**config.mk**
```make
export PLATFORM = sky130hd
export DESIGN_NAME = digitizer_event_word_decoder
export DESIGN_NICKNAME = d
export VERILOG_FILES = /design/src/rtl/core/dewd_pkg.sv /design/src/rtl/core/digitizer_event_word_decoder.sv /design/src/rtl/core/dewd_ctrl.sv /design/src/rtl/core/dewd_datapath.sv
export VERILOG_INCLUDE_DIRS = /design/src /design/src/rtl/core
export SDC_FILE = /design/constraint.sdc
export NUM_CORES = 1
export LEC_CHECK = 0
export BUFFER_PORTS_ARGS = -buffer_cell sky130_fd_sc_hd__buf_4
export CORE_ASPECT_RATIO = 1.25
export CORE_MARGIN = 1.5
export CORE_UTILIZATION = 51
export DETAILED_ROUTE_END_ITERATION = 8
export GPL_TIMING_DRIVEN = 0
export PLACE_DENSITY_LB_ADDON = 0.15
export SLEW_MARGIN = 10
export SYNTH_ARGS = -nofsm -noshare
export SYNTH_HDL_FRONTEND = slang
export SYNTH_SLANG_ARGS = --single-unit
```
**constraint.sdc**
```tcl
create_clock -name clk_i -period 6.32 [get_ports clk_i]
set_input_delay 0.316 -clock clk_i [delete_from_list [all_inputs] [get_ports clk_i]]
set_output_delay 0.316 -clock clk_i [all_outputs]
set_load 0.05 [all_outputs]
```
**src/rtl/core/assert_macros.svh**
```systemverilog
// Assertion helpers shared by the RTL.
`ifndef ASSERT_MACROS_SVH
`define ASSERT_MACROS_SVH

// Concurrent check on the rising clock edge, quiet while reset is asserted.
`define ASSERT_CLK(lbl, clk, rst_n, prop, msg) \
  lbl: assert property (@(posedge clk) disable iff (!rst_n) (prop)) else $error(msg);

// Same check, with the clock and reset names of this project.
`define ASSERT_STD(lbl, prop, msg) \
  `ASSERT_CLK(lbl, clk_i, rst_ni, prop, msg)

`endif

```
**src/rtl/core/dewd_pkg.sv**
```systemverilog
package dewd_pkg;

  localparam int unsigned BASE_HEADER_WORDS = 4;

  localparam int unsigned WORD_W  = 32;
  localparam int unsigned POS_W   = 14;
  localparam int unsigned HLEN_W  = 5;
  localparam int unsigned KIND_W  = 4;
  localparam int unsigned INDEX_W = 15;
  localparam int unsigned VALUE_W = 49;
  localparam int unsigned CNT_W   = 3;   // up to seven results per word
  localparam int unsigned CFG_IDX_W  = 2;
  localparam int unsigned CFG_DATA_W = 5;

  // header lengths that carry sums
  localparam logic [HLEN_W-1:0] HLEN_ESUM = 5'd8;
  localparam logic [HLEN_W-1:0] HLEN_QSUM = 5'd12;
  localparam logic [HLEN_W-1:0] HLEN_BOTH = 5'd16;

  // configuration register indexes
  typedef enum logic [CFG_IDX_W-1:0] {
    CFG_BOARDS_PER_CRATE   = 2'd0,
    CFG_CHANNELS_PER_BOARD = 2'd1,
    CFG_FIRST_BOARD_SLOT   = 2'd2
  } cfg_idx_e;

  // result tags
  typedef enum logic [KIND_W-1:0] {
    KIND_CHAN       = 4'd0,
    KIND_SLOT       = 4'd1,
    KIND_CRATE      = 4'd2,
    KIND_ID         = 4'd3,
    KIND_HDRLEN     = 4'd4,
    KIND_EVTLEN     = 4'd5,
    KIND_FINISH     = 4'd6,
    KIND_TIME       = 4'd7,
    KIND_CFD        = 4'd8,
    KIND_CFDFORCED  = 4'd9,
    KIND_ENERGY     = 4'd10,
    KIND_TRACELEN   = 4'd11,
    KIND_OUTOFRANGE = 4'd12,
    KIND_SAMPLE     = 4'd13,
    KIND_ESUM       = 4'd14,
    KIND_QSUM       = 4'd15
  } kind_e;

  // controller -> datapath
  typedef struct packed {
    logic             accept;  // latch the incoming word
    logic             load;    // load result k into the output register
    logic             last;    // result k is the final one of the word
    logic [CNT_W-1:0] k;
  } dewd_cmd_t;

  // datapath -> controller
  typedef struct packed {
    logic [CNT_W-1:0] cnt;     // number of results of the held word
  } dewd_status_t;

endpackage

```
**src/rtl/core/digitizer_event_word_decoder.sv**
```systemverilog
// List-mode event word decoder: takes one 32-bit word per input item and
// emits one tagged result per decoded field (kind, index, value), in the
// order header, time, energy, sums, trace samples. last_of_run marks the
// final result of a word and end_of_event marks every result of the last
// word of an event; words that decode to nothing (the low timestamp word and
// unused header words) produce no result. Throughput is set by the single
// output register, which takes one result per cycle while the output side
// does not stall. A header word yields 7 results, the time and energy words
// 3 each, a trace word 2, a sum word 1 and a silent word none. The next word
// is taken in the same cycle the last result of the current one is loaded.
// The detector id uses one registered multiply (crate by boards per crate)
// followed by a combinational multiply by channels per board, and is ready
// well before its slot in the header run. Configuration writes are always
// accepted and must only be issued while no word is in flight; writes to an
// index beyond the register list are ignored.
`include "assert_macros.svh"

module digitizer_event_word_decoder (
  input  logic                                clk_i,
  input  logic                                rst_ni,
  // word input
  input  logic                                in_valid_i,
  output logic                                in_stall_o,
  input  logic [dewd_pkg::WORD_W-1:0]         data_word_i,
  // result output
  output logic                                out_valid_o,
  input  logic                                out_stall_i,
  output logic [dewd_pkg::KIND_W-1:0]         field_kind_o,
  output logic [dewd_pkg::INDEX_W-1:0]        field_index_o,
  output logic signed [dewd_pkg::VALUE_W-1:0] field_value_o,
  output logic                                last_of_run_o,
  output logic                                end_of_event_o,
  // configuration writes
  input  logic                                cfg_valid_i,
  output logic                                cfg_ready_o,
  input  logic [dewd_pkg::CFG_IDX_W-1:0]      cfg_index_i,
  input  logic [dewd_pkg::CFG_DATA_W-1:0]     cfg_data_i
);
  import dewd_pkg::*;

  dewd_cmd_t    cmd;
  dewd_status_t status;

  assign cfg_ready_o = 1'b1;

  // sequencer: accept, result stepping, output register valid
  dewd_ctrl u_ctrl (
    .clk_i       (clk_i),
    .rst_ni      (rst_ni),
    .in_valid_i  (in_valid_i),
    .in_stall_o  (in_stall_o),
    .out_valid_o (out_valid_o),
    .out_stall_i (out_stall_i),
    .status_i    (status),
    .cmd_o       (cmd)
  );

  // word decode, event position tracking, result payload
  dewd_datapath u_dp (
    .clk_i          (clk_i),
    .rst_ni         (rst_ni),
    .cmd_i          (cmd),
    .status_o       (status),
    .data_word_i    (data_word_i),
    .cfg_we_i       (cfg_valid_i && cfg_ready_o),
    .cfg_index_i    (cfg_index_i),
    .cfg_data_i     (cfg_data_i),
    .field_kind_o   (field_kind_o),
    .field_index_o  (field_index_o),
    .field_value_o  (field_value_o),
    .last_of_run_o  (last_of_run_o),
    .end_of_event_o (end_of_event_o)
  );

  // a word is never taken while an earlier word still has results to load
  `ASSERT_STD(a_no_accept_midrun, cmd.accept |-> !(cmd.load && !cmd.last),
    "new word taken before the current word's results were loaded")

endmodule

```
**src/rtl/core/dewd_ctrl.sv**
```systemverilog
`include "assert_macros.svh"

module dewd_ctrl (
  input  logic                  clk_i,
  input  logic                  rst_ni,
  input  logic                  in_valid_i,
  output logic                  in_stall_o,
  output logic                  out_valid_o,
  input  logic                  out_stall_i,
  input  dewd_pkg::dewd_status_t status_i,
  output dewd_pkg::dewd_cmd_t    cmd_o
);
  import dewd_pkg::*;

  typedef enum logic [1:0] {
    ST_IDLE = 2'b01,
    ST_RUN  = 2'b10
  } state_e;

  state_e           state_q, state_d;
  logic [CNT_W-1:0] k_q, k_d;
  logic             out_valid_q, out_valid_d;

  logic slot_free, is_last, done_now, ready, accept, load;

  assign slot_free = !out_valid_q || !out_stall_i;
  assign is_last   = ({1'b0, k_q} + 4'd1) == {1'b0, status_i.cnt};
  assign load      = (state_q == ST_RUN) && (status_i.cnt != '0) && slot_free;
  // the word is finished once nothing is left or its last result goes out now
  assign done_now  = (state_q == ST_RUN) &&
                     ((status_i.cnt == '0) || (slot_free && is_last));
  assign ready     = (state_q == ST_IDLE) || done_now;
  assign accept    = in_valid_i && ready;

  always_comb begin
    state_d = state_q;
    k_d     = k_q;
    unique case (state_q)
      ST_IDLE: begin
        if (accept) begin
          state_d = ST_RUN;
          k_d     = '0;
        end
      end
      ST_RUN: begin
        if (accept) begin
          k_d = '0;
        end else if (done_now) begin
          state_d = ST_IDLE;
        end else if (load) begin
          k_d = k_q + 3'd1;
        end
      end
      default: begin
        state_d = ST_IDLE;
      end
    endcase
  end

  assign out_valid_d = load || (out_valid_q && out_stall_i);

  always_ff @(posedge clk_i or negedge rst_ni) begin
    if (!rst_ni) begin
      state_q     <= ST_IDLE;
      k_q         <= '0;
      out_valid_q <= 1'b0;
    end else begin
      state_q     <= state_d;
      k_q         <= k_d;
      out_valid_q <= out_valid_d;
    end
  end

  assign in_stall_o  = !ready;
  assign out_valid_o = out_valid_q;

  assign cmd_o.accept = accept;
  assign cmd_o.load   = load;
  assign cmd_o.last   = is_last;
  assign cmd_o.k      = k_q;

  `ASSERT_STD(a_k_in_range,
    (state_q == ST_RUN && status_i.cnt != '0) |-> (k_q < status_i.cnt),
    "result counter ran past the word's result count")
  `ASSERT_STD(a_out_rise_from_load, $rose(out_valid_q) |-> $past(load),
    "output became valid without a load")
  `ASSERT_STD(a_idle_no_output_pending, (state_q == ST_IDLE && $past(state_q == ST_IDLE))
    |-> !$rose(out_valid_q), "output loaded while idle")

endmodule

```
**src/rtl/core/dewd_datapath.sv**
```systemverilog
`include "assert_macros.svh"

module dewd_datapath (
  input  logic                               clk_i,
  input  logic                               rst_ni,
  input  dewd_pkg::dewd_cmd_t                cmd_i,
  output dewd_pkg::dewd_status_t             status_o,
  input  logic [dewd_pkg::WORD_W-1:0]        data_word_i,
  input  logic                               cfg_we_i,
  input  logic [dewd_pkg::CFG_IDX_W-1:0]     cfg_index_i,
  input  logic [dewd_pkg::CFG_DATA_W-1:0]    cfg_data_i,
  output logic [dewd_pkg::KIND_W-1:0]        field_kind_o,
  output logic [dewd_pkg::INDEX_W-1:0]       field_index_o,
  output logic signed [dewd_pkg::VALUE_W-1:0] field_value_o,
  output logic                               last_of_run_o,
  output logic                               end_of_event_o
);
  import dewd_pkg::*;

  typedef enum logic [2:0] {
    JOB_NONE  = 3'd0,
    JOB_HDR   = 3'd1,
    JOB_TIME  = 3'd2,
    JOB_ENER  = 3'd3,
    JOB_ESUM  = 3'd4,
    JOB_QSUM  = 3'd5,
    JOB_TRACE = 3'd6
  } job_e;

  // configuration
  logic [4:0] bpc_q, cpb_q;
  logic [3:0] fbs_q;

  // event position state
  logic [POS_W-1:0]  pos_q, pos_d;
  logic [HLEN_W-1:0] hdr_q;
  logic [POS_W-1:0]  evt_q;
  logic [WORD_W-1:0] tsl_q;

  // held word and its job
  logic [WORD_W-1:0]  word_q;
  job_e               job_q, job_d;
  logic [INDEX_W-1:0] idx_q, idx_d;
  logic               eoe_q, eoe_d;

  logic [8:0] prod_q;

  // output register
  logic [KIND_W-1:0]         kind_q, kind_d;
  logic [INDEX_W-1:0]        oidx_q, oidx_d;
  logic signed [VALUE_W-1:0] val_q, val_d;
  logic                      lor_q, eoe_out_q;

  logic [POS_W-1:0]  hdr_ext, el_in;
  logic [POS_W:0]    pos_inc;
  logic signed [10:0] id_base;
  logic signed [16:0] id_val;

  always_ff @(posedge clk_i or negedge rst_ni) begin
    if (!rst_ni) begin
      bpc_q <= 5'd16;
      cpb_q <= 5'd16;
      fbs_q <= 4'd2;
    end else if (cfg_we_i) begin
      unique case (cfg_index_i)
        CFG_BOARDS_PER_CRATE:   bpc_q <= cfg_data_i;
        CFG_CHANNELS_PER_BOARD: cpb_q <= cfg_data_i;
        CFG_FIRST_BOARD_SLOT:   fbs_q <= cfg_data_i[3:0];
        default: ;
      endcase
    end
  end

  assign hdr_ext = {{(POS_W-HLEN_W){1'b0}}, hdr_q};
  assign pos_inc = {1'b0, pos_q} + {{POS_W{1'b0}}, 1'b1};
  assign el_in   = data_word_i[30:17];

  // classify the incoming word against the current position
  always_comb begin
    job_d = JOB_NONE;
    idx_d = '0;
    priority if (pos_q == '0) begin
      job_d = JOB_HDR;
    end else if (pos_q == 14'd1) begin
      job_d = JOB_NONE;
    end else if (pos_q == 14'd2) begin
      job_d = JOB_TIME;
    end else if (pos_q == 14'd3) begin
      job_d = JOB_ENER;
    end else if (pos_q < hdr_ext) begin
      if (hdr_q == HLEN_ESUM || hdr_q == HLEN_BOTH) begin
        if (pos_q < 14'd8) begin
          job_d = JOB_ESUM;
          idx_d = {1'b0, pos_q - 14'(BASE_HEADER_WORDS)};
        end else if (hdr_q == HLEN_BOTH) begin
          job_d = JOB_QSUM;
          idx_d = {1'b0, pos_q - 14'd8};
        end
      end else if (hdr_q == HLEN_QSUM) begin
        job_d = JOB_QSUM;
        idx_d = {1'b0, pos_q - 14'(BASE_HEADER_WORDS)};
      end
    end else begin
      job_d = JOB_TRACE;
      idx_d = {pos_q - hdr_ext, 1'b0};
    end
  end

  // a header never ends its event: the end test skips the word at position zero
  assign eoe_d = (pos_q != '0) && (pos_inc >= {1'b0, evt_q});
  assign pos_d = eoe_d ? '0 : pos_inc[POS_W-1:0];

  always_ff @(posedge clk_i or negedge rst_ni) begin
    if (!rst_ni) begin
      pos_q <= '0;
      hdr_q <= '0;
      evt_q <= '0;
      tsl_q <= '0;
      job_q <= JOB_NONE;
      eoe_q <= 1'b0;
    end else if (cmd_i.accept) begin
      pos_q <= pos_d;
      job_q <= job_d;
      eoe_q <= eoe_d;
      if (pos_q == '0) begin
        hdr_q <= data_word_i[16:12];
        evt_q <= (el_in < 14'(BASE_HEADER_WORDS)) ? 14'(BASE_HEADER_WORDS) : el_in;
      end
      if (pos_q == 14'd1) begin
        tsl_q <= data_word_i;
      end
    end
  end

  always_ff @(posedge clk_i) begin
    if (cmd_i.accept) begin
      word_q <= data_word_i;
      idx_q  <= idx_d;
    end
    prod_q <= {5'b0, word_q[11:8]} * {4'b0, bpc_q};
  end

  always_comb begin
    unique case (job_q)
      JOB_HDR:                    status_o.cnt = 3'd7;
      JOB_TIME, JOB_ENER:         status_o.cnt = 3'd3;
      JOB_ESUM, JOB_QSUM:         status_o.cnt = 3'd1;
      JOB_TRACE:                  status_o.cnt = 3'd2;
      default:                    status_o.cnt = 3'd0;
    endcase
  end

  // id = (crate*boards + slot - first_slot) * channels + channel
  assign id_base = $signed({2'b0, prod_q}) + $signed({7'b0, word_q[7:4]})
                 - $signed({7'b0, fbs_q});
  assign id_val  = 17'(id_base * $signed({1'b0, cpb_q})) + $signed({13'b0, word_q[3:0]});

  always_comb begin
    kind_d = KIND_CHAN;
    oidx_d = '0;
    val_d  = '0;
    unique case (job_q)
      JOB_HDR: begin
        unique case (cmd_i.k)
          3'd0: begin kind_d = KIND_CHAN;   val_d = VALUE_W'(word_q[3:0]);   end
          3'd1: begin kind_d = KIND_SLOT;   val_d = VALUE_W'(word_q[7:4]);   end
          3'd2: begin kind_d = KIND_CRATE;  val_d = VALUE_W'(word_q[11:8]);  end
          3'd3: begin kind_d = KIND_ID;     val_d = VALUE_W'(id_val);        end
          3'd4: begin kind_d = KIND_HDRLEN; val_d = VALUE_W'(word_q[16:12]); end
          3'd5: begin kind_d = KIND_EVTLEN; val_d = VALUE_W'(word_q[30:17]); end
          default: begin kind_d = KIND_FINISH; val_d = VALUE_W'(word_q[31]); end
        endcase
      end
      JOB_TIME: begin
        unique case (cmd_i.k)
          3'd0: begin kind_d = KIND_TIME; val_d = {1'b0, word_q[15:0], tsl_q}; end
          3'd1: begin kind_d = KIND_CFD;  val_d = VALUE_W'(word_q[30:16]);     end
          default: begin kind_d = KIND_CFDFORCED; val_d = VALUE_W'(word_q[31]); end
        endcase
      end
      JOB_ENER: begin
        unique case (cmd_i.k)
          3'd0: begin kind_d = KIND_ENERGY;   val_d = VALUE_W'(word_q[15:0]);  end
          3'd1: begin kind_d = KIND_TRACELEN; val_d = VALUE_W'(word_q[30:16]); end
          default: begin kind_d = KIND_OUTOFRANGE; val_d = VALUE_W'(word_q[31]); end
        endcase
      end
      JOB_ESUM: begin
        kind_d = KIND_ESUM; oidx_d = idx_q; val_d = VALUE_W'(word_q);
      end
      JOB_QSUM: begin
        kind_d = KIND_QSUM; oidx_d = idx_q; val_d = VALUE_W'(word_q);
      end
      JOB_TRACE: begin
        kind_d = KIND_SAMPLE;
        if (cmd_i.k == '0) begin
          oidx_d = idx_q;
          val_d  = VALUE_W'(word_q[13:0]);
        end else begin
          oidx_d = idx_q + 15'd1;
          val_d  = VALUE_W'(word_q[29:16]);
        end
      end
      default: ;
    endcase
  end

  always_ff @(posedge clk_i) begin
    if (cmd_i.load) begin
      kind_q    <= kind_d;
      oidx_q    <= oidx_d;
      val_q     <= val_d;
      lor_q     <= cmd_i.last;
      eoe_out_q <= eoe_q;
    end
  end

  assign field_kind_o   = kind_q;
  assign field_index_o  = oidx_q;
  assign field_value_o  = val_q;
  assign last_of_run_o  = lor_q;
  assign end_of_event_o = eoe_out_q;

  `ASSERT_STD(a_pos_in_span, (pos_q != '0) |-> (pos_q < evt_q),
    "word position beyond event span")

endmodule
```
==> results.json <==
{
  "synth_edf_count": 117,
  "cp-start-kind": "flip-flop",
  "crit-reg2reg-launch": "u_dp.fbs_q[1]$_DFFE_PN1P_",
  "setup-tns-final_ps": -3290,
  "synth.most_common_cell": "edfxtp_1",
  "reg2reg_to": "u_dp.field_value_o[21]$_DFFE_PP_",
  "min_path_cells": 2,
  "clk_pin_slew_ps": 60,
  "rsz0062_at_grt": "yes",
  "critPathCaptureType": "flip-flop",
  "die_width_um": 152,
  "dp_hpwl_mm": 28.6,
  "num_antenna_cells": 0,
  "seq_area_frac_synth_pct": 42.1,
  "status": "finished with violations",
  "synth_commonest_cells": "edfxtp_1 (117), ha_1 (108), nand2_1 (106), inv_1 (104), dfrtp_1 (85)",
  "core_sq_mm": 0.0270,
  "grt_max_degree": 90,
  "area_growth_pct": 22.8,
  "drv_slew": 0,
  "io_pins": 117,
  "maxSlewHeadroom_pct": 11.2,
  "worst_hold_path_type": "in -> reg",
  "cp_data_arrival_time_ps": 6740,
  "postSynth.asyncResetShare_pct": 41.4,
  "max_clock_freq_mhz": 155,
  "rr_worst_depth": 23,
  "route.detailed.drc": 0,
  "die-area_sq_mm": 0.0286,
  "hold_slack_ps": 27.6,
  "wl_per_cell_um": 20.4,
  "worst_path_most_repeated_cell": "ha_4",
  "nNetsFinal": 1709,
  "syn_inst": 1308,
  "setup_ws_ps": -139,
  "synth_ff_type": "edfxtp_1",
  "cts_max_level": 1,
  "wirelength_mm": 38.3,
  "cts-root-buf": "clkbuf_16",
  "setup_violations": 32,
  "die_h_um": 189,
  "vias_per_cell": 5.81,
  "post-synth-top-area-fraction_pct": 24.9,
  "failed_checks": "negative setup slack",
  "period_share_pct": 102,
  "clock_latency_ps": 540,
  "cp.depth": 23,
  "grt.overflow.total": 0,
  "syn_area_sq_mm": 0.0141,
  "gp_congestion": 0.918,
  "vias": 10900,
  "path_delay_family": "adder cells",
  "cts_made_buffers": 25,
  "antenna_found_initial": 0,
  "cpPeakStageDelay_ps": 580,
  "drive_above_1_share_pct": 22.3,
  "synth_warnings": 0,
  "drt_first_pass_iters": 5,
  "finalHoldViolCount": 0,
  "dpl.cell_count": 1770,
  "drt_iter0_markers": 622,
  "grt_use_total_pct": 27.1,
  "yosysUniqueCellTypes": 77,
  "synth.ff_latch_count": 215,
  "reg2reg_slack_ps": -140,
  "worstSetupPathType": "reg -> reg",
  "syn_nets": 1506,
  "finClkSkew_ps": 24.3,
  "core.rowCount": 67,
  "min_from": "cfg_data_i[3]",
  "required_ps": 6610,
  "cts.sinks": 215,
  "final_cell_count_no_fill": 1875,
  "min_period_ps": 6460,
  "cts_tree": "built",
  "max-cap-violations": 0,
  "slowest_stage": "fa_2",
  "grt_first_pass_wirelength_mm": 59.5,
  "synth.avg_cell_area_sq_um": 10.8,
  "critPathMaxFanout": 10,
  "yosys-top-cells-area": "edfxtp_1 (25%), dfrtp_1 (15%), ha_1 (9.6%)",
  "synth_largest_area_cell": "edfxtp_1",
  "port-buffer-count": 115,
  "postRouteAntennaNets": 0,
  "start_util_pct": 52.2,
  "min_to": "u_dp.bpc_q[3]$_DFFE_PN0P_",
  "crit_chain": "fa_1 -> inv_2 -> ha_4 -> a21o_1 -> a21oi_2 -> o21bai_2 -> a2111oi_4 -> o41ai_2 -> xnor2_1 -> nor2b_1 -> fa_1 -> fa_2 -> fa_2 -> ha_4 -> ha_4 -> and2_4 -> and3_4 -> a311oi_4 -> buf_4 -> o211ai_1 -> o21ai_4 -> clkbuf_8 -> a221o_1",
  "fillerInstances": 2120,
  "clock_path_buffers": 3,
  "worstMarginPinSlew_ps": 1320,
  "crit_buf_inv": 3,
  "grt_pass1_vias": 11200
}
## final cells by class
class	count	area [sq um]	area share, %
clock buffer	29	672	3.88
multi-input combinational	932	7960	46.0
clock inverter	17	158	0.911
inverter	104	393	2.27
sequential	215	5930	34.3
buffer	56	299	1.73
tap	345	432	2.50
timing repair buffer	177	1460	8.44
## through the flow
stage / cell area [sq um] / util [%] / setup WS (ps)
3_3_place_gp: 15400 / 57.1 / -1020
3_5_place_dp: 15500 / 57.3 / -1040
5_1_grt: 17300 / 64.1 / -335
6_report: 17300 / 64.1 / -139
2_1_floorplan: 14100 / - / 18.3
4_1_cts: 17100 / 63.2 / -79.5
## logic make-up (layout without fill, tap and decap cells)
| kind of cell | Yosys count | in the layout | share of synthesized area, % |
|---|---|---|---|
| AOI/OAI and AO/OA | 303 | 303 | 14.6 |
| xor gates and xnor gates | 57 | 57 | 3.55 |
| adders and majority gates | 154 | 154 | 16.1 |
| buffers and inverters | 161 | 383 | 4.72 |
| DFF | 215 | 215 | 42.1 |
| muxes | 66 | 66 | 6.06 |
| other | 1 | 1 | 0.0266 |
| and+or+nand+nor | 351 | 351 | 12.8 |
## layer usage
layer  wire (um)  vias up  share of wire [%]  global-route usage (%)
li1            -     5123                  -                       -
met1       14500     5332                 38                    31.2
met2       20200      337                 53                    49.7
met3        2010       93                5.2                    4.00
met4        1580        0                4.1                    10.9
met5           0        -                  0                       0
## placed cells by master (no fill, tap or decap), types with 12 or more instances in the layout
cell type / netlist / final
ha_1: 108 / 86
dlygate4sd3_1: 0 / 33
nand2_1: 106 / 106
a21oi_1: 53 / 48
nor2b_1: 23 / 21
edfxtp_1: 117 / 117
dfrtp_1: 85 / 85
o21ai_0: 84 / 81
ha_4: 0 / 20
mux2_2: 34 / 34
a21o_1: 27 / 27
clkbuf_1: 43 / 41
nand2b_1: 12 / 12
inv_1: 104 / 99
xnor2_1: 38 / 33
xor2_1: 19 / 19
fa_1: 46 / 40
buf_4: 1 / 141
nor3_1: 14 / 14
nand3_1: 22 / 22
clkbuf_16: 0 / 26
a221o_1: 17 / 17
mux2_4: 30 / 30
and2_1: 57 / 52
o211ai_1: 13 / 13
nor2_1: 62 / 59
## sequential cells by signal (all words and copies together) (netlist names), 2 cells and up
signal,flops
u_dp.tsl_q,32
u_dp.evt_q,14
u_dp.hdr_q,5
u_dp.job_q,3
u_ctrl.k_q,3
u_dp.field_index_o,15
u_dp.fbs_q,4
u_dp.field_kind_o,4
u_dp.bpc_q,5
u_dp.prod_q,9
u_dp.field_value_o,49
u_dp.word_q,32
u_dp.idx_q,15
u_dp.cpb_q,5
u_dp.pos_q,14
u_ctrl.state_q,2
## worst max-delay path by stage
stage,from,end
2_1_floorplan,u_dp.word_q[5]$_DFFE_PP_,u_dp.field_value_o[16]$_DFFE_PP_
3_3_place_gp,u_dp.word_q[5]$_DFFE_PP_,u_dp.field_value_o[38]$_DFFE_PP_
3_5_place_dp,u_dp.word_q[5]$_DFFE_PP_,u_dp.field_value_o[48]$_DFFE_PP_
4_1_cts,u_dp.word_q[5]$_DFFE_PP_,u_dp.field_value_o[24]$_DFFE_PP_
5_1_grt,u_dp.word_q[5]$_DFFE_PP_,u_dp.field_value_o[29]$_DFFE_PP_
6_report,u_dp.fbs_q[1]$_DFFE_PN1P_,u_dp.field_value_o[21]$_DFFE_PP_
## timing repair
| item | CTS | global route |
|---|---|---|
| resized for setup | 48 | 30 |
| hold buffers | 32 | 1 |
| hold endpoints to repair | 32 | 85 |
| pin swaps | 35 | 25 |
| setup buffers | 21 | 6 |
| setup endpoints to repair | 39 | 39 |
Power is left out: the tool's default activity adds up to more than one toggle a clock period on the data nets, which glitch-free logic cannot reach.
